File: config.mk
export PLATFORM = sky130hd
export DESIGN_NAME = servo_position_message_parser
export DESIGN_NICKNAME = d
export VERILOG_FILES = /design/src/spmp_pkg.sv /design/src/servo_position_message_parser.sv /design/src/spmp_front.sv /design/src/spmp_queue.sv /design/src/spmp_back.sv
export SDC_FILE = /design/constraint.sdc
export NUM_CORES = 1
export LEC_CHECK = 0
export BUFFER_PORTS_ARGS = -buffer_cell sky130_fd_sc_hd__buf_4
export CORE_MARGIN = 2
export CORE_UTILIZATION = 60
export CTS_CLUSTER_DIAMETER = 100
export CTS_CLUSTER_SIZE = 16
export DETAILED_ROUTE_END_ITERATION = 12
export PLACE_DENSITY = 0.77
export SETUP_SLACK_MARGIN = 0.4
export SLEW_MARGIN = 20
export SYNTH_ARGS = -nofsm -noshare
export SYNTH_HDL_FRONTEND = slang
export SYNTH_SLANG_ARGS = --single-unit
File: constraint.sdc
create_clock -name clock -period 5 [get_ports clock]
set_clock_uncertainty 0.05 [all_clocks]
set_input_delay 1 -clock clock [delete_from_list [all_inputs] [get_ports clock]]
set_output_delay 1 -clock clock [all_outputs]
set_load 0.01 [all_outputs]
File: src/spmp_pkg.sv
package spmp_pkg;

   localparam int QueueDepthDefault = 4;
   localparam int WinDepth = 8;
   localparam logic [7:0] MaxBytesReset = 8'd200;

   typedef struct packed {
      logic [7:0]  servo_id;
      logic [11:0] position;
   } spmp_match_type;

   typedef struct packed {
      logic       valid;
      logic [3:0] index;
   } spmp_axis_type;

   localparam logic [7:0] AxisIds [16] = '{
      8'h0C, 8'h1E, 8'h01, 8'h03, 8'h17, 8'h08, 8'h0E, 8'h0A,
      8'h20, 8'h10, 8'h19, 8'h1F, 8'h12, 8'h04, 8'h05, 8'h15
   };

   function automatic spmp_axis_type axis_lookup(input logic [7:0] id);
      spmp_axis_type result;
      result = '0;
      for (int k = 15; k >= 0; k--) begin
         if (AxisIds[k] == id) begin
            result.valid = 1'b1;
            result.index = 4'(k);
         end
      end
      return result;
   endfunction

endpackage

File: src/servo_position_message_parser.sv
// Channel | Direction | tdata (low bit up)                              | tuser      | tlast
// req     | in        | byte_value[7:0]                                 | -          | packet_end
// rsp     | out       | servo_id[7:0], position[19:8], axis_index[23:20], | axis_valid | -
//         |           | angle_q8[42:24], zero fill [47:43]              |            |
// csr     | in        | csr_wr_data = max_packet_bytes[7:0]             | -          | -
//
// One byte is taken every cycle while the result queue has room; a result is registered in the
// queue, then in back-end stages s1 and s2. The front window shifts on each byte below the limit.
// Reset clears the window, byte count, queue and pipeline, and sets the limit to 200.
// req_tready drops only when the result queue is full, which happens while rsp_tready is held low.
module servo_position_message_parser #(
   parameter int QueueDepth = spmp_pkg::QueueDepthDefault
) (
   input  logic        clock,
   input  logic        reset,
   input  logic        req_tvalid,
   output logic        req_tready,
   input  logic [7:0]  req_tdata,   // byte_value
   input  logic        req_tlast,
   output logic        rsp_tvalid,
   input  logic        rsp_tready,
   output logic [47:0] rsp_tdata,   // servo_id, position, axis_index, angle_q8, zero fill
   output logic        rsp_tuser,   // axis_valid
   input  logic        csr_wr_en,
   input  logic [7:0]  csr_wr_data
);
   import spmp_pkg::*;

   logic [7:0]         max_bytes_ff, max_bytes_in;
   logic               q_push, q_in_ready, q_pop_valid, q_pop_ready;
   spmp_match_type     q_push_data, q_pop_data;
   logic [7:0]         servo_id;
   logic [11:0]        position;
   logic               axis_valid;
   logic [3:0]         axis_index;
   logic signed [18:0] angle_q8;

   assign max_bytes_in = csr_wr_en ? csr_wr_data : max_bytes_ff;

   always_ff @(posedge clock) begin
      if (reset) begin
         max_bytes_ff <= MaxBytesReset;
      end else begin
         max_bytes_ff <= max_bytes_in;
      end
   end

   spmp_front u_front (
      .clock       (clock),
      .reset       (reset),
      .max_bytes   (max_bytes_ff),
      .in_valid    (req_tvalid),
      .in_ready    (req_tready),
      .byte_value  (req_tdata),
      .packet_end  (req_tlast),
      .match_valid (q_push),
      .match_data  (q_push_data),
      .match_ready (q_in_ready)
   );

   spmp_queue #(
      .Depth (QueueDepth)
   ) u_queue (
      .clock      (clock),
      .reset      (reset),
      .push_valid (q_push),
      .push_ready (q_in_ready),
      .push_data  (q_push_data),
      .pop_valid  (q_pop_valid),
      .pop_ready  (q_pop_ready),
      .pop_data   (q_pop_data)
   );

   spmp_back u_back (
      .clock      (clock),
      .reset      (reset),
      .in_valid   (q_pop_valid),
      .in_ready   (q_pop_ready),
      .in_data    (q_pop_data),
      .out_valid  (rsp_tvalid),
      .out_ready  (rsp_tready),
      .servo_id   (servo_id),
      .position   (position),
      .axis_valid (axis_valid),
      .axis_index (axis_index),
      .angle_q8   (angle_q8)
   );

   assign rsp_tdata = {5'b0, angle_q8, axis_index, position, servo_id};
   assign rsp_tuser = axis_valid;

   a_no_overflow: assert property (@(posedge clock) disable iff (reset)
      q_push |-> q_in_ready) else $error("result queue written while full");

   a_quiet_after_reset: assert property (@(posedge clock)
      reset |=> !rsp_tvalid) else $error("result shown right after reset");

   a_unknown_axis: assert property (@(posedge clock) disable iff (reset)
      (rsp_tvalid && !rsp_tuser) |-> (rsp_tdata[23:20] == 4'd0 && rsp_tdata[42:24] == 19'd0))
      else $error("unknown axis carries nonzero axis or angle");

   a_angle_range: assert property (@(posedge clock) disable iff (reset)
      rsp_tvalid |-> ($signed(rsp_tdata[42:24]) >= -19'sd184320 &&
                      $signed(rsp_tdata[42:24]) <= 19'sd184320))
      else $error("angle out of range");

endmodule

File: src/spmp_front.sv
module spmp_front (
   input  logic                     clock,
   input  logic                     reset,
   input  logic [7:0]               max_bytes,
   input  logic                     in_valid,
   output logic                     in_ready,
   input  logic [7:0]               byte_value,
   input  logic                     packet_end,
   output logic                     match_valid,
   output spmp_pkg::spmp_match_type match_data,
   input  logic                     match_ready
);
   import spmp_pkg::*;

   localparam logic [7:0] CharP = 8'h50;
   localparam logic [7:0] CharO = 8'h4F;
   localparam logic [7:0] CharS = 8'h53;

   logic [7:0] win_ff [WinDepth];
   logic [7:0] win_in [WinDepth];
   logic [7:0] count_ff;
   logic [7:0] count_in;
   logic       accept;
   logic       hit;

   function automatic logic [3:0] hex_val(input logic [7:0] c);
      logic [3:0] v;
      v = 4'd0;
      if (c >= 8'h30 && c <= 8'h39) begin
         v = 4'(c - 8'h30);
      end else if (c >= 8'h41 && c <= 8'h46) begin
         v = 4'(c - 8'h37);
      end
      return v;
   endfunction

   assign in_ready = match_ready;
   assign accept   = in_valid && match_ready;

   always_comb begin
      win_in   = win_ff;
      count_in = count_ff;
      hit      = 1'b0;
      if (accept) begin
         if (count_ff < max_bytes) begin
            hit = (count_ff >= 8'(WinDepth)) && (win_ff[0] == CharP) &&
                  (win_ff[1] == CharO) && (win_ff[2] == CharS);
            for (int i = 0; i < WinDepth - 1; i++) begin
               win_in[i] = win_ff[i + 1];
            end
            win_in[WinDepth - 1] = byte_value;
            count_in = count_ff + 8'd1;
         end
         if (packet_end) begin
            win_in   = '{default: '0};
            count_in = '0;
         end
      end
   end

   assign match_valid         = hit;
   assign match_data.servo_id = {hex_val(win_ff[3]), hex_val(win_ff[4])};
   assign match_data.position = {hex_val(win_ff[6]), hex_val(win_ff[7]), hex_val(byte_value)};

   always_ff @(posedge clock) begin
      if (reset) begin
         win_ff   <= '{default: '0};
         count_ff <= '0;
      end else begin
         win_ff   <= win_in;
         count_ff <= count_in;
      end
   end

endmodule

File: src/spmp_queue.sv
module spmp_queue #(
   parameter int Depth = spmp_pkg::QueueDepthDefault
) (
   input  logic                     clock,
   input  logic                     reset,
   input  logic                     push_valid,
   output logic                     push_ready,
   input  spmp_pkg::spmp_match_type push_data,
   output logic                     pop_valid,
   input  logic                     pop_ready,
   output spmp_pkg::spmp_match_type pop_data
);
   import spmp_pkg::*;

   localparam int PtrW = $clog2(Depth);
   localparam int CntW = $clog2(Depth + 1);

   spmp_match_type mem [Depth];
   logic [PtrW-1:0] wr_ptr_ff, wr_ptr_in;
   logic [PtrW-1:0] rd_ptr_ff, rd_ptr_in;
   logic [CntW-1:0] count_ff, count_in;
   logic            do_push;
   logic            do_pop;

   assign push_ready = (count_ff != CntW'(Depth));
   assign pop_valid  = (count_ff != '0);
   assign pop_data   = mem[rd_ptr_ff];
   assign do_push    = push_valid && push_ready;
   assign do_pop     = pop_valid && pop_ready;

   always_comb begin
      wr_ptr_in = wr_ptr_ff;
      rd_ptr_in = rd_ptr_ff;
      count_in  = count_ff;
      if (do_push) begin
         wr_ptr_in = (wr_ptr_ff == PtrW'(Depth - 1)) ? '0 : wr_ptr_ff + PtrW'(1);
      end
      if (do_pop) begin
         rd_ptr_in = (rd_ptr_ff == PtrW'(Depth - 1)) ? '0 : rd_ptr_ff + PtrW'(1);
      end
      if (do_push && !do_pop) begin
         count_in = count_ff + CntW'(1);
      end else if (do_pop && !do_push) begin
         count_in = count_ff - CntW'(1);
      end
   end

   always_ff @(posedge clock) begin
      if (do_push) begin
         mem[wr_ptr_ff] <= push_data;
      end
   end

   always_ff @(posedge clock) begin
      if (reset) begin
         wr_ptr_ff <= '0;
         rd_ptr_ff <= '0;
         count_ff  <= '0;
      end else begin
         wr_ptr_ff <= wr_ptr_in;
         rd_ptr_ff <= rd_ptr_in;
         count_ff  <= count_in;
      end
   end

endmodule

File: src/spmp_back.sv
module spmp_back (
   input  logic                     clock,
   input  logic                     reset,
   input  logic                     in_valid,
   output logic                     in_ready,
   input  spmp_pkg::spmp_match_type in_data,
   output logic                     out_valid,
   input  logic                     out_ready,
   output logic [7:0]               servo_id,
   output logic [11:0]              position,
   output logic                     axis_valid,
   output logic [3:0]               axis_index,
   output logic signed [18:0]       angle_q8
);
   import spmp_pkg::*;

   localparam logic [3:0] AxisShortA = 4'd2;
   localparam logic [3:0] AxisShortB = 4'd7;
   localparam logic [3:0] AxisMirrorA = 4'd4;
   localparam logic [3:0] AxisMirrorB = 4'd9;
   localparam logic [3:0] AxisQuarter = 4'd13;
   localparam logic signed [19:0] Offset90 = 20'sd23040;
   localparam logic signed [19:0] Offset30 = 20'sd7680;
   localparam logic [5:0] StepQ8 = 6'd45;

   logic                  s1_v_ff, s1_v_in;
   spmp_match_type        s1_data_ff, s1_data_in;
   spmp_axis_type         s1_axis_ff, s1_axis_in;
   logic [17:0]           s1_prod_ff, s1_prod_in;

   logic                  s2_v_ff, s2_v_in;
   logic [7:0]            s2_id_ff, s2_id_in;
   logic [11:0]           s2_pos_ff, s2_pos_in;
   spmp_axis_type         s2_axis_ff, s2_axis_in;
   logic signed [18:0]    s2_angle_ff, s2_angle_in;

   logic                  s2_ready;
   logic signed [19:0]    base;
   logic signed [19:0]    angle;

   assign s2_ready = !s2_v_ff || out_ready;
   assign in_ready = !s1_v_ff || s2_ready;

   always_comb begin
      s1_v_in    = s1_v_ff;
      s1_data_in = s1_data_ff;
      s1_axis_in = s1_axis_ff;
      s1_prod_in = s1_prod_ff;
      if (in_ready) begin
         s1_v_in    = in_valid;
         s1_data_in = in_data;
         s1_axis_in = axis_lookup(in_data.servo_id);
         s1_prod_in = 18'(in_data.position) * 18'(StepQ8);
      end
   end

   always_comb begin
      base  = $signed({2'b00, s1_prod_ff}) - Offset90;
      angle = '0;
      if (s1_axis_ff.valid) begin
         unique case (s1_axis_ff.index)
            AxisShortA, AxisShortB: angle = base - Offset30;
            AxisMirrorA, AxisMirrorB: angle = -Offset90 - base;
            AxisQuarter: angle = base - Offset90;
            default: angle = base;
         endcase
      end
   end

   always_comb begin
      s2_v_in     = s2_v_ff;
      s2_id_in    = s2_id_ff;
      s2_pos_in   = s2_pos_ff;
      s2_axis_in  = s2_axis_ff;
      s2_angle_in = s2_angle_ff;
      if (s2_ready) begin
         s2_v_in     = s1_v_ff;
         s2_id_in    = s1_data_ff.servo_id;
         s2_pos_in   = s1_data_ff.position;
         s2_axis_in  = s1_axis_ff;
         s2_angle_in = angle[18:0];
      end
   end

   always_ff @(posedge clock) begin
      s1_data_ff  <= s1_data_in;
      s1_axis_ff  <= s1_axis_in;
      s1_prod_ff  <= s1_prod_in;
      s2_id_ff    <= s2_id_in;
      s2_pos_ff   <= s2_pos_in;
      s2_axis_ff  <= s2_axis_in;
      s2_angle_ff <= s2_angle_in;
      if (reset) begin
         s1_v_ff <= 1'b0;
         s2_v_ff <= 1'b0;
      end else begin
         s1_v_ff <= s1_v_in;
         s2_v_ff <= s2_v_in;
      end
   end

   assign out_valid  = s2_v_ff;
   assign servo_id   = s2_id_ff;
   assign position   = s2_pos_ff;
   assign axis_valid = s2_axis_ff.valid;
   assign axis_index = s2_axis_ff.index;
   assign angle_q8   = s2_angle_ff;

endmodule

Word level (Yosys, flattened, before mapping)
Memories as Yosys holds them, arrays and structs flattened. A register that Yosys moved wholly into a read port is not among the register bits.
Index checks and enable logic that the tools add are counted.
Widths: inputs -> output; s select.

cells by class
  muxes and demuxes = 40
  equal/unequal tests = 27
  $add $sub $neg = 19
  $mul = 1
  order comparisons = 22
  reduce and logical (&&, ||, !) cells = 34

operators by type and width
  cell                    number
  $mux 64                 2
  $mux 4                  17
  $pmux 19 s3             1
  $eq 5x8->1 const A      7
  $ge 8x6->1 const B      5
  $ge 8x7->1 const B      5
  $le 8x6->1 const B      5
  $le 8x7->1 const B      5
  $eq 4x8->1 const A      4
  $eq 8x7->1 const B      3
  $sub 4x1->4 const B     5
  $sub 4x3->4 const B     5
  $sub 16x19->19 const A  1
  $sub 18x15->19 const B  1
  $sub 19x14->19 const B  1
  $sub 19x16->19 const B  1
  $logic_and 1x1->1       18
  $mul 12x6->18 const B   1
  $mux 3                  6
  $eq 3x8->1 const A      2
  $mux 8                  2
  $reduce_or 15->1        1
  $mux 2                  6
  $add 8x1->8 const B     1
  other kinds (23)        38

word-level totals
  memories = 1
  bits in writable memories = 80
  logic and storage cells = 172
  flip-flop bits (word level) = 176

memory list
  memory       words  width  rd ports  clocked after memory_dff  wr ports  line              source
  u_queue.mem  4      20     1         1                         1         spmp_queue.sv:18  spmp_match_type mem [Depth];

Depth between registers and ports, before layout
Gate-level depths: netlist of run 1.

  word-level depth = 16
  mapped depth = 18

Hierarchy
Synthesis of run 1 repeated with hierarchy kept, for this count alone.

second synthesis, totals
  cells, all modules = 1,102
  area, all modules = 12,781.0 µm²

modules (own cells, without submodules)
  module                         area each (µm²)  cells each  instances
  spmp_back                      5,355.1          487         1
  spmp_front                     3,733.6          431         1
  spmp_queue                     3,354.5          152         1
  servo_position_message_parser  337.8            32          1

Least setup slack after synthesis of run 1
OpenSTA, ideal clock, no wires.

  kind = register -> register
  from = reg with a tool-made name
  to = reg u_back.s1_prod_ff[17], data pin
  path buffers = 2
  cell stages (with the launch flop) = 16
  arrival time = 4.340 ns
  required time = 4.755 ns
  setup slack = 0.415 ns
  clock period less this slack = 4.585 ns
  cells stage by stage = dfxtp_1 buf_6 buf_2 mux4_2 ha_1 inv_1 fa_1 fa_1 inv_1 ha_1 a21oi_1 o21bai_1 o31a_1 a31o_2 a2111o_1 o311ai_0

RTL lines
  what                  line             source
  end signal, assigned  spmp_back.sv:88  s1_prod_ff <= s1_prod_in;
  end, declared         spmp_back.sv:29  logic [17:0] s1_prod_ff, s1_prod_in;

==> flow_summary.ini, run 1 <==
[cts]
cts_htree_levels = 1
worstSkewPairLatency_ns = 0.50
cts_buffer_depth = 3
tritoncts = built
clockRootBuffer = sky130_fd_sc_hd__clkbuf_16
clkSinkCount = 256
clkSlewWorstSetupHoldPaths_ns = 0.07
cts_hold_buffers = 0
tritoncts.num_buffers = 19

[global_routing]
gr-usage-all-layers_pct = 21.1
number_of_antenna_violations_at_the_first_check_in_global_routing = 0
grt_pass1_vias = 7867
grt_max_degree = 48
grt_overflow = 0
grt_pass1_wl_mm = 38.5

[setup_path]
crit_path_max_fanout = 6
critPathArrivalTime_ns = 4.70
cp_cell_sequence = clkbuf_16 -> mux4_2 -> ha_1 -> ha_1 -> inv_1 -> fa_1 -> inv_1 -> ha_1 -> a21o_1 -> a21oi_2 -> o21bai_1 -> o31a_1 -> a31o_2 -> a2111o_1 -> o311ai_0
cp_slowest_stage_delay_ns = 0.58
start_kind = register
cpMostUsedCell = sky130_fd_sc_hd__ha_1
timing.critical_path.required_ns = 5.24
critPathBufInv = 3
critical_path.endpoint_type = register
cp_slowest_cell = sky130_fd_sc_hd__fa_1
critPathKind = reg2reg
critical-path-top-delay-family = adder cells

[power]
power_switching_share_pct = 33.7
power_leakage_nw = 5.80
vdd_drop_max_v = 0.000371
design_power_w = 0.00669
pwr_density_cell_nw_per_um2 = 474
internal_power_w = 0.00443
sequentialPowerShare_pct = 40.9
power.share.clock_pct = 20.9
combinational_power_share_pct = 38.2
p_switching_w = 0.00226

[die]
die-area_um2 = 22500
fp.dieH_um = 150
number_of_placed_i_o_pins = 73
initial_utilization_pct = 61.0
die_width_um = 150
core-area_um2 = 21000
core.rowCount = 53

[routing]
avgRoutedWirePerCell_um = 16.2
detail_route.first_pass.iterations = 5
vias = 8254
drc = 0
dr.first_iter.drc_count = 441
drt-vias-per-instance = 5.72
postRouteWirelength_mm = 23.4
route.antenna.remaining_nets = 0

[place]
dp_slack_ns = 0.376
io_buffer_count = 67
place_hpwl_mm = 16.2
gpl.final_weighted_congestion = 0.838
dp_cells = 1407

[sta]
finalSetupTns_ns = 0
final_max_slew_viol_count = 0
final_period_minus_worst_setup_slack_ns = 4.46
final.setup.worst_slack_ns = 0.540
slew-limit-headroom_pct = 28.8
fin_crit_sh_pct = 89.2
tightestPinTransition_ns = 1.07
report.final.hold_viol_count = 0
setup_violations = 0
max_freq_mhz = 224
rsz0062_at_grt = no

[synth]
synth_edf_count = 165
syn-cell-area_um2 = 12800
synth.top_cell.area_share_pct = 38.7
postSynth.asyncResetShare_pct = 0
flip_flop_cell_with_the_highest_count_after_synthesis = sky130_fd_sc_hd__edfxtp_1
synth_top_family_by_area = simple AND/OR/NAND/NOR gates
synth-compound-area-share_pct = 8.96
netlist_top_cells_area = sky130_fd_sc_hd__edfxtp_1 (39%), sky130_fd_sc_hd__dfxtp_1 (14%), sky130_fd_sc_hd__ha_1 (7.1%)
synth-simple-area-share_pct = 11.9
synth_sequential_area_ratio_pct = 53.0
ys_warnings = 0
syn_area_per_cell_um2 = 11.6
synthesized_area_fraction_occupied_by_xor_and_xnor_cells_pct = 2.66
synthAdderAreaFrac_pct = 10.1
synth.area.mux_share_pct = 8.56
synth_top_area_cell = sky130_fd_sc_hd__edfxtp_1
post_synth_inst_count = 1104
ys_ff_latch = 256
yosys.cell_types.count = 76

[worst_hold_path]
holdCritPathClass = reg2reg

[layout]
final-instance-count-excl-fill = 1444
total_of_fill_cells_in_the_finished_design = 1540
synthToLayoutAreaGrowth_pct = 10.4
nets = 1273
diode_insertion_count_for_antenna_repair = 0
share_of_layout_cells_above_drive_strength_1_pct = 12.5

[job]
cap_viol_max_count = 0

[status]
outcome = finished, final reports clean
[worst reg2reg max path, delay by kind of cell (launching register included)]
kind            cells  cell delay (ns)
fa+ha+maj           4             1.53
compound gates      7             1.48
buf+inv             3             0.28
mux                 1             0.55
flops               1             0.38
[per-stage QoR]
stage | util [%] | hold WS (ns) | cell area, um^2
floorplan | - | 0.350 | 12800
CTS | 66.8 | 0.372 | 14000
global route | 67.4 | 0.382 | 14100
detailed placement | 64.2 | 0.358 | 13500
finish | 67.4 | 0.370 | 14100
global placement | 64.2 | 0.352 | 13500
[cells in the final DEF (no fill, tap or decap), types with 4 or more instances in the layout]
cell type,n
sky130_fd_sc_hd__nand4_1,9
sky130_fd_sc_hd__conb_1,5
sky130_fd_sc_hd__nand2_1,38
sky130_fd_sc_hd__nor2_1,145
sky130_fd_sc_hd__edfxtp_1,165
sky130_fd_sc_hd__xnor2_1,28
sky130_fd_sc_hd__o21bai_1,4
sky130_fd_sc_hd__o21a_1,4
sky130_fd_sc_hd__a22oi_1,4
sky130_fd_sc_hd__dfxtp_1,89
sky130_fd_sc_hd__nand3b_1,4
sky130_fd_sc_hd__a211oi_1,7
sky130_fd_sc_hd__nand2b_1,9
sky130_fd_sc_hd__mux2i_1,64
sky130_fd_sc_hd__fa_1,19
sky130_fd_sc_hd__clkbuf_1,11
sky130_fd_sc_hd__a31oi_1,7
sky130_fd_sc_hd__xor2_1,9
sky130_fd_sc_hd__mux4_2,19
sky130_fd_sc_hd__buf_4,76
sky130_fd_sc_hd__and2_1,20
sky130_fd_sc_hd__and3_1,4
sky130_fd_sc_hd__a21oi_1,45
sky130_fd_sc_hd__o211ai_1,6
sky130_fd_sc_hd__nand3_1,22
sky130_fd_sc_hd__or3_1,9
sky130_fd_sc_hd__nor4_1,10
sky130_fd_sc_hd__o21ai_0,40
sky130_fd_sc_hd__ha_1,69
sky130_fd_sc_hd__nor3_1,14
sky130_fd_sc_hd__clkbuf_16,20
sky130_fd_sc_hd__o22ai_1,4
sky130_fd_sc_hd__nor2b_1,9
sky130_fd_sc_hd__inv_1,95
sky130_fd_sc_hd__a21o_1,10
[layer usage]
layer	share of wire (%)	up-vias	routed length (um)	global-route usage [%]
li1	-	4043	-	-
met1	45	3970	10600	28.5
met2	49	208	11400	36.6
met3	4.2	33	988	2.47
met4	1.6	0	374	5.00
met5	0	-	0	0
[registers in the layout, summed over array words and instances (netlist names), 5 cells and up, named ones only]
register,cells
u_front.count_ff,8
u_back.s1_data_ff,20
max_bytes_ff,8
u_back.position,12
u_back.s1_prod_ff,16
u_front.win_ff,64
u_back.servo_id,8
u_back.angle_q8,19
u_queue.mem,80
u_back.s1_axis_ff,5
[kinds of logic (layout without fill, tap and decap cells)]
| group | Yosys count | after routing |
|---|---|---|
| simple gates | 314 | 314 |
| flops | 256 | 256 |
| compound gates | 174 | 174 |
| buf+inv | 145 | 206 |
| fa+ha+maj | 92 | 92 |
| mux | 84 | 84 |
| xor+xnor | 38 | 38 |
| other cells | 1 | 5 |
[layout make-up]
cell class                 instances  area (um^2)  share of cell area (%)
clock buffer                      30          517                    3.66
tap                              275          344                    2.44
multi-input combinational        707         5470                    38.7
timing repair buffer              79          643                    4.55
clock inverter                     1         8.76                  0.0620
sequential                       256         6780                    48.0
inverter                          96          360                    2.55
[cells in the mapped netlist, drive strengths merged (3+ instances only)]
| library cell | number |
|---|---|
| a2111oi | 3 |
| a211oi | 8 |
| a21boi | 3 |
| a21o | 10 |
| a21oi | 47 |
| a221oi | 3 |
| a22oi | 4 |
| a31o | 3 |
| a31oi | 7 |
| and2 | 21 |
| and3 | 6 |
| buf | 28 |
| clkbuf | 21 |
| dfxtp | 91 |
| edfxtp | 165 |
| fa | 19 |
| ha | 73 |
| inv | 96 |
| mux2i | 64 |
| mux4 | 20 |
| nand2 | 40 |
| nand2b | 9 |
| nand3 | 22 |
| nand3b | 4 |
| nand4 | 9 |
| nor2 | 146 |
| nor2b | 9 |
| nor3 | 15 |
| nor4 | 11 |
| nor4b | 3 |
| o211ai | 6 |
| o21a | 4 |
| o21ai | 44 |
| o21bai | 4 |
| o22ai | 4 |
| o31ai | 3 |
| or3 | 9 |
| xnor2 | 29 |
| xor2 | 9 |
[final timing paths]
path                        start               endpoint  slack (ns)  cells after the start
min reg2reg  u_back.s1_data_ff[8]     u_back.position[8]        0.37                      0
max                      register  u_back.s1_prod_ff[17]        0.54                     15
min          u_back.s1_data_ff[8]     u_back.position[8]        0.37                      0
max reg2reg              register  u_back.s1_prod_ff[17]        0.54                     15
[repair_timing]
action,in CTS,in global routing
gates resized for setup,3,9
cloned,0,1
endpoints found under the setup margin,1,3
pin swaps,0,1
buffers inserted,0,4
[power by group through the flow]
stage	registers (W)	logic (W)	clock network, W
2_1_floorplan	0.00269	0.00201	0
3_5_place_dp	0.00278	0.00240	0
6_report	0.00274	0.00256	0.00140
4_1_cts	0.00273	0.00243	0.00143
3_3_place_gp	0.00277	0.00232	0
5_1_grt	0.00276	0.00286	0.00150
No activity file was read; power rests on OpenSTA's default activity.
==> run 2, diff against run 1 <==
Settings changed: PLACE_DENSITY 0.77 to 0.76.
==> flow_summary.ini, run 2 (synthesis gave the netlist of run 1 again) <==
[status]
outcome = finished, final reports clean

[die]
number_of_placed_i_o_pins = 73
die-area_um2 = 22500
fp.dieH_um = 150
die_width_um = 150
core-area_um2 = 21000
initial_utilization_pct = 61.0
core.rowCount = 53

[power]
design_power_w = 0.00657
vdd_drop_max_v = 0.000262
pwr_density_cell_nw_per_um2 = 469
power_leakage_nw = 5.75

[sta]
setup_violations = 0
fin_crit_sh_pct = 88.6
slew-limit-headroom_pct = 21.0
final_max_slew_viol_count = 0
rsz0062_at_grt = yes
max_freq_mhz = 226
final_period_minus_worst_setup_slack_ns = 4.43
report.final.hold_viol_count = 0
tightestPinTransition_ns = 1.16
final.setup.worst_slack_ns = 0.572
finalSetupTns_ns = 0

[routing]
detailroute.wirelength.met2_mm = 11.8
routed.top_layer = met4
met3_length_um = 820
postRouteWirelength_mm = 22.8
detail_route.first_pass.iterations = 4
drt-vias-per-instance = 5.54
route.antenna.remaining_nets = 0
routedLengthMet1_mm = 9.80
dr.first_iter.drc_count = 496
vias = 7967
drc = 0
avgRoutedWirePerCell_um = 15.8

[layout]
largest_register_ffs = 80
postLayoutCoreUtil_pct = 66.8
most-common-layout-cells = sky130_fd_sc_hd__edfxtp_1 (165), sky130_fd_sc_hd__nor2_1 (145), sky130_fd_sc_hd__inv_1 (95), sky130_fd_sc_hd__dfxtp_1 (91), sky130_fd_sc_hd__ha_1 (72)
synthToLayoutAreaGrowth_pct = 9.48
layout.cells.most_common = sky130_fd_sc_hd__edfxtp_1
share_of_layout_cells_above_drive_strength_1_pct = 11.5
reg_top3 = u_queue.mem: 80 flops, u_front.win_ff: 64 flops, u_back.s1_data_ff: 20 flops
final-instance-count-excl-fill = 1438
diode_insertion_count_for_antenna_repair = 0
total_of_fill_cells_in_the_finished_design = 1597
nets = 1267
top_register = u_queue.mem

[place]
io_buffer_count = 67
place_hpwl_mm = 15.7
gpl.final_weighted_congestion = 0.858
dp_cells = 1407
dp_slack_ns = 0.399

[worst_hold_path]
holdCritPathClass = reg2reg

[cts]
worstSkewPairLatency_ns = 0.50
tritoncts.num_buffers = 19
tritoncts = built
clkSlewWorstSetupHoldPaths_ns = 0.08
clockRootBuffer = sky130_fd_sc_hd__clkbuf_16
cts_buffer_depth = 3
cts_htree_levels = 1
clkSinkCount = 256

[global_routing]
grt_overflow = 0
gr-usage-all-layers_pct = 20.9
grt_pass1_wl_mm = 38.2
grt_pass1_vias = 7867
grt_max_degree = 72
number_of_antenna_violations_at_the_first_check_in_global_routing = 0

[setup_path]
critPathArrivalTime_ns = 4.69
cp_slowest_cell = sky130_fd_sc_hd__mux4_2
cp_cell_sequence = buf_8 -> mux4_2 -> ha_1 -> inv_1 -> fa_1 -> fa_1 -> inv_1 -> ha_1 -> a21oi_2 -> o21bai_1 -> o31a_1 -> a31o_2 -> a2111o_1 -> o311ai_0
cp_slowest_stage_delay_ns = 0.56
critPathBufInv = 3
critical-path-top-delay-family = adder cells
start_kind = register
crit_path_max_fanout = 11
critPathKind = reg2reg
timing.critical_path.required_ns = 5.26
critical_path.endpoint_type = register

[job]
cap_viol_max_count = 0
-- run 2: cell count changes in the layout (fill, tap and decap cells not counted), moves of 2 or more --
cell and delta:
sky130_fd_sc_hd__buf_4 -5, sky130_fd_sc_hd__ha_1 +3, sky130_fd_sc_hd__ha_4 -3, sky130_fd_sc_hd__buf_8 +2
sky130_fd_sc_hd__dfxtp_1 +2
-- run 2: layer usage --
| layer | vias to the layer above | global-route usage (%) |
|---|---|---|
| met2 | 127 | 38.6 |
| li1 | 4020 | - |
| met3 | 28 | 2.80 |
| met4 | 0 | 4.53 |
| met1 | 3792 | 26.2 |
| met5 | - | 0 |
-- run 2: stage by stage --
step / hold slack, ns / area, um^2
2_1_floorplan: 0.350 / 12800
3_3_place_gp: 0.351 / 13500
3_5_place_dp: 0.355 / 13500
4_1_cts: 0.372 / 14000
5_1_grt: 0.380 / 14000
6_report: 0.371 / 14000
-- run 2: repair_timing --
item | 4_1_cts | 5_1_grt
pin swaps | 0 | 0
buffers inserted | 0 | 0
gates resized for setup | 1 | 6
endpoints found under the setup margin | 1 | 3
hold buffers | 0 | 0
-- run 2: area by class of cell --
cell class | instances | area (um^2) | area share [%]
timing repair buffer | 73 | 563 | 4.02
sequential | 256 | 6780 | 48.4
clock buffer | 31 | 520 | 3.72
inverter | 96 | 360 | 2.57
tap | 275 | 344 | 2.46
multi-input combinational | 707 | 5440 | 38.8
-- run 2: worst reg2reg max path: stages, from the launching register on --
cell	delay, ns
sky130_fd_sc_hd__dfxtp_1	0.36
sky130_fd_sc_hd__buf_8	0.18
sky130_fd_sc_hd__mux4_2	0.57
sky130_fd_sc_hd__ha_1	0.32
sky130_fd_sc_hd__inv_1	0.06
sky130_fd_sc_hd__fa_1	0.50
sky130_fd_sc_hd__fa_1	0.55
sky130_fd_sc_hd__inv_1	0.04
sky130_fd_sc_hd__ha_1	0.33
sky130_fd_sc_hd__a21oi_2	0.18
sky130_fd_sc_hd__o21bai_1	0.10
sky130_fd_sc_hd__o31a_1	0.29
sky130_fd_sc_hd__a31o_2	0.27
sky130_fd_sc_hd__a2111o_1	0.36
sky130_fd_sc_hd__o311ai_0	0.09
-- run 2: final timing paths --
path                    startpoint                     to  slack (ns)  depth (start not counted)
max reg2reg               register  u_back.s1_prod_ff[17]        0.57                         14
min          u_back.s1_data_ff[14]     u_back.servo_id[2]        0.37                          0
max                       register  u_back.s1_prod_ff[17]        0.57                         14
min reg2reg  u_back.s1_data_ff[14]     u_back.servo_id[2]        0.37                          0
-- run 2: power breakdown --
group | total, W | switching (W) | leakage (nW) | internal [W]
clock | 0.00140 | 0.000687 | 0.248 | 0.000711
combinational | 0.00243 | 0.00131 | 3.01 | 0.00112
sequential | 0.00274 | 0.000198 | 2.50 | 0.00254
==> run 3, diff against run 2 <==
Settings changed: ABC_AREA set to 1.
==> flow_summary.ini, run 3 <==
[status]
outcome = finished, final reports clean

[synth]
synth_top_area_cell = sky130_fd_sc_hd__edfxtp_1
synthAdderAreaFrac_pct = 9.98
synth.area.mux_share_pct = 0
synth_sequential_area_ratio_pct = 52.3
yosys.cell_types.count = 49
ys_ff_latch = 256
synth_edf_count = 165
netlist_top_cells_area = sky130_fd_sc_hd__edfxtp_1 (38%), sky130_fd_sc_hd__dfxtp_1 (14%), sky130_fd_sc_hd__ha_1 (7.0%)
synth-compound-area-share_pct = 11.1
synth_top_cells_by_count = sky130_fd_sc_hd__nor2_1 (218), sky130_fd_sc_hd__nand2_1 (174), sky130_fd_sc_hd__edfxtp_1 (165)
synth-simple-area-share_pct = 18.3
ys_warnings = 0
syn_area_per_cell_um2 = 9.28
syn-cell-area_um2 = 13000
flip_flop_cell_with_the_highest_count_after_synthesis = sky130_fd_sc_hd__edfxtp_1
synthMostInstantiatedCell = sky130_fd_sc_hd__nor2_1
post_synth_inst_count = 1397
synth.top_cell.area_share_pct = 38.2
synthesized_area_fraction_occupied_by_xor_and_xnor_cells_pct = 1.15
synth_top_family_by_area = simple AND/OR/NAND/NOR gates
postSynth.asyncResetShare_pct = 0

[sta]
final_period_minus_worst_setup_slack_ns = 4.20
slew-limit-headroom_pct = 29.9
fin_crit_sh_pct = 84.0
rsz0062_at_grt = no
max_freq_mhz = 238
report.final.hold_viol_count = 0
finalSetupTns_ns = 0
tightestPinTransition_ns = 1.05
final_max_slew_viol_count = 0
setup_violations = 0

[global_routing]
number_of_antenna_violations_at_the_first_check_in_global_routing = 0
grt_overflow = 0
grt_pass1_vias = 9107
grt_pass1_wl_mm = 42.3
gr-usage-all-layers_pct = 22.6
grt_max_degree = 74

[layout]
layout.cells.most_common = sky130_fd_sc_hd__nor2_1
total_of_fill_cells_in_the_finished_design = 1656
share_of_layout_cells_above_drive_strength_1_pct = 10.5
nets = 1574
top_register = u_queue.mem
reg_top3 = u_queue.mem: 80 flops, u_front.win_ff: 64 flops, u_back.s1_data_ff: 20 flops
layout.cell_area.non_filler_um2 = 14200
largest_register_ffs = 80
most-common-layout-cells = sky130_fd_sc_hd__nor2_1 (218), sky130_fd_sc_hd__nand2_1 (173), sky130_fd_sc_hd__edfxtp_1 (165), sky130_fd_sc_hd__inv_1 (163), sky130_fd_sc_hd__o21ai_0 (140)
diode_insertion_count_for_antenna_repair = 0
synthToLayoutAreaGrowth_pct = 9.82

[place]
place_hpwl_mm = 17.7
gpl.final_weighted_congestion = 0.874
dpl_cell_area_um2 = 13700
io_buffer_count = 67

[routing]
drc = 0
dr.first_iter.drc_count = 537
route.antenna.remaining_nets = 0
avgRoutedWirePerCell_um = 14.5
vias = 9587
detail_route.first_pass.iterations = 5
drt-vias-per-instance = 5.49
postRouteWirelength_mm = 25.4

[cts]
worstSkewPairLatency_ns = 0.51
cts_htree_levels = 1
tritoncts = built
tritoncts.num_buffers = 19
cts_buffer_depth = 3
clockRootBuffer = sky130_fd_sc_hd__clkbuf_16
clkSinkCount = 256
cts_hold_buffers = 0
clkSlewWorstSetupHoldPaths_ns = 0.08

[die]
number_of_placed_i_o_pins = 73
fp.dieH_um = 151
die_width_um = 151
core-area_um2 = 21100
die-area_um2 = 22800
core.rowCount = 53
initial_utilization_pct = 61.4

[setup_path]
critPathKind = reg2reg
crit_path_max_fanout = 45
timing.critical_path.required_ns = 5.22
critical_path.endpoint_type = register
critPathArrivalTime_ns = 4.42
start_kind = register

[worst_hold_path]
hold_path.startpoint = u_back.s1_data_ff[8]
holdCritPathClass = reg2reg

[job]
cap_viol_max_count = 0
run 3: changes by cell type after synthesis, sizes merged, moves of 11 or more:
| cell | delta |
|---|---|
| nand2 | +144 |
| o21ai | +101 |
| nand3 | +70 |
| mux4 | -20 |
| nor2 | +80 |
| o22ai | +11 |
| and2 | -20 |
| inv | +78 |
| xnor2 | -24 |
| mux2i | -64 |
| a21oi | +27 |
run 3: layer usage:
| layer | vias to the layer above | global-route usage [%] | wire (um) |
|---|---|---|---|
| met5 | - | 0 | 0 |
| met4 | 0 | 7.20 | 638 |
| met3 | 50 | 3.01 | 1320 |
| met2 | 236 | 39.3 | 12600 |
| met1 | 4497 | 29.6 | 10800 |
| li1 | 4804 | - | - |
run 3: stage by stage:
step / utilization, % / std cells / setup slack, ns / hold WS (ns)
after floorplan: - / 1401 / 0.919 / 0.350
after global placement: 64.7 / 1709 / 0.711 / 0.352
after detailed placement: 64.7 / 1709 / 0.600 / 0.355
after CTS: 67.3 / 1742 / 0.532 / 0.368
after global routing: 67.5 / 1747 / 0.431 / 0.374
final: 67.5 / 1747 / 0.799 / 0.367
run 3: cell families after synthesis:
logic type / count (synthesis)
AO/OA/AOI/OAI: 264
XOR/XNOR: 17
adder cells (fa/ha/maj): 92
buffers and inverters: 222
flip-flops: 256
other: 1
AND/OR/NAND/NOR: 545
run 3: final timing paths:
| path | end | slack [ns] | cells after the start |
|---|---|---|---|
| min | u_back.position[8] | 0.37 | 0 |
| max | u_back.s1_prod_ff[15] | 0.80 | 16 |
| max reg2reg | u_back.s1_prod_ff[15] | 0.80 | 16 |
| min reg2reg | u_back.position[8] | 0.37 | 0 |
run 3: cell type report:
| type | count | area (um^2) | area share, % |
|---|---|---|---|
| clock buffers | 32 | 524 | 3.68 |
| clock inverters | 1 | 8.76 | 0.0615 |
| inverters | 177 | 673 | 4.73 |
| multi-input cells | 923 | 5280 | 37.1 |
| flip-flops and latches | 256 | 6780 | 47.6 |
| well taps | 275 | 344 | 2.42 |
| repair buffers | 83 | 623 | 4.38 |
run 3: worst max-delay path, stage by stage, from the launching register on:
cell	delay (ns)
sky130_fd_sc_hd__dfxtp_4	0.41
sky130_fd_sc_hd__inv_6	0.26
sky130_fd_sc_hd__o21ai_0	0.16
sky130_fd_sc_hd__o22ai_1	0.34
sky130_fd_sc_hd__ha_1	0.36
sky130_fd_sc_hd__fa_1	0.49
sky130_fd_sc_hd__inv_1	0.05
sky130_fd_sc_hd__fa_1	0.53
sky130_fd_sc_hd__inv_1	0.04
sky130_fd_sc_hd__ha_1	0.33
sky130_fd_sc_hd__inv_1	0.09
sky130_fd_sc_hd__nor3_1	0.33
sky130_fd_sc_hd__nand3_1	0.12
sky130_fd_sc_hd__nand3_1	0.15
sky130_fd_sc_hd__nand3_1	0.09
sky130_fd_sc_hd__nand2_1	0.08
sky130_fd_sc_hd__xor2_1	0.06
run 3: what timing repair did:
| action | in CTS | in global routing |
|---|---|---|
| setup endpoints to repair | 0 | 3 |
| gates resized for setup | 0 | 3 |
| buffers inserted | 0 | 5 |
Power of run 3 is not shown: default switching activity piles up to over one toggle a cycle in this logic, so the estimate is an artifact.
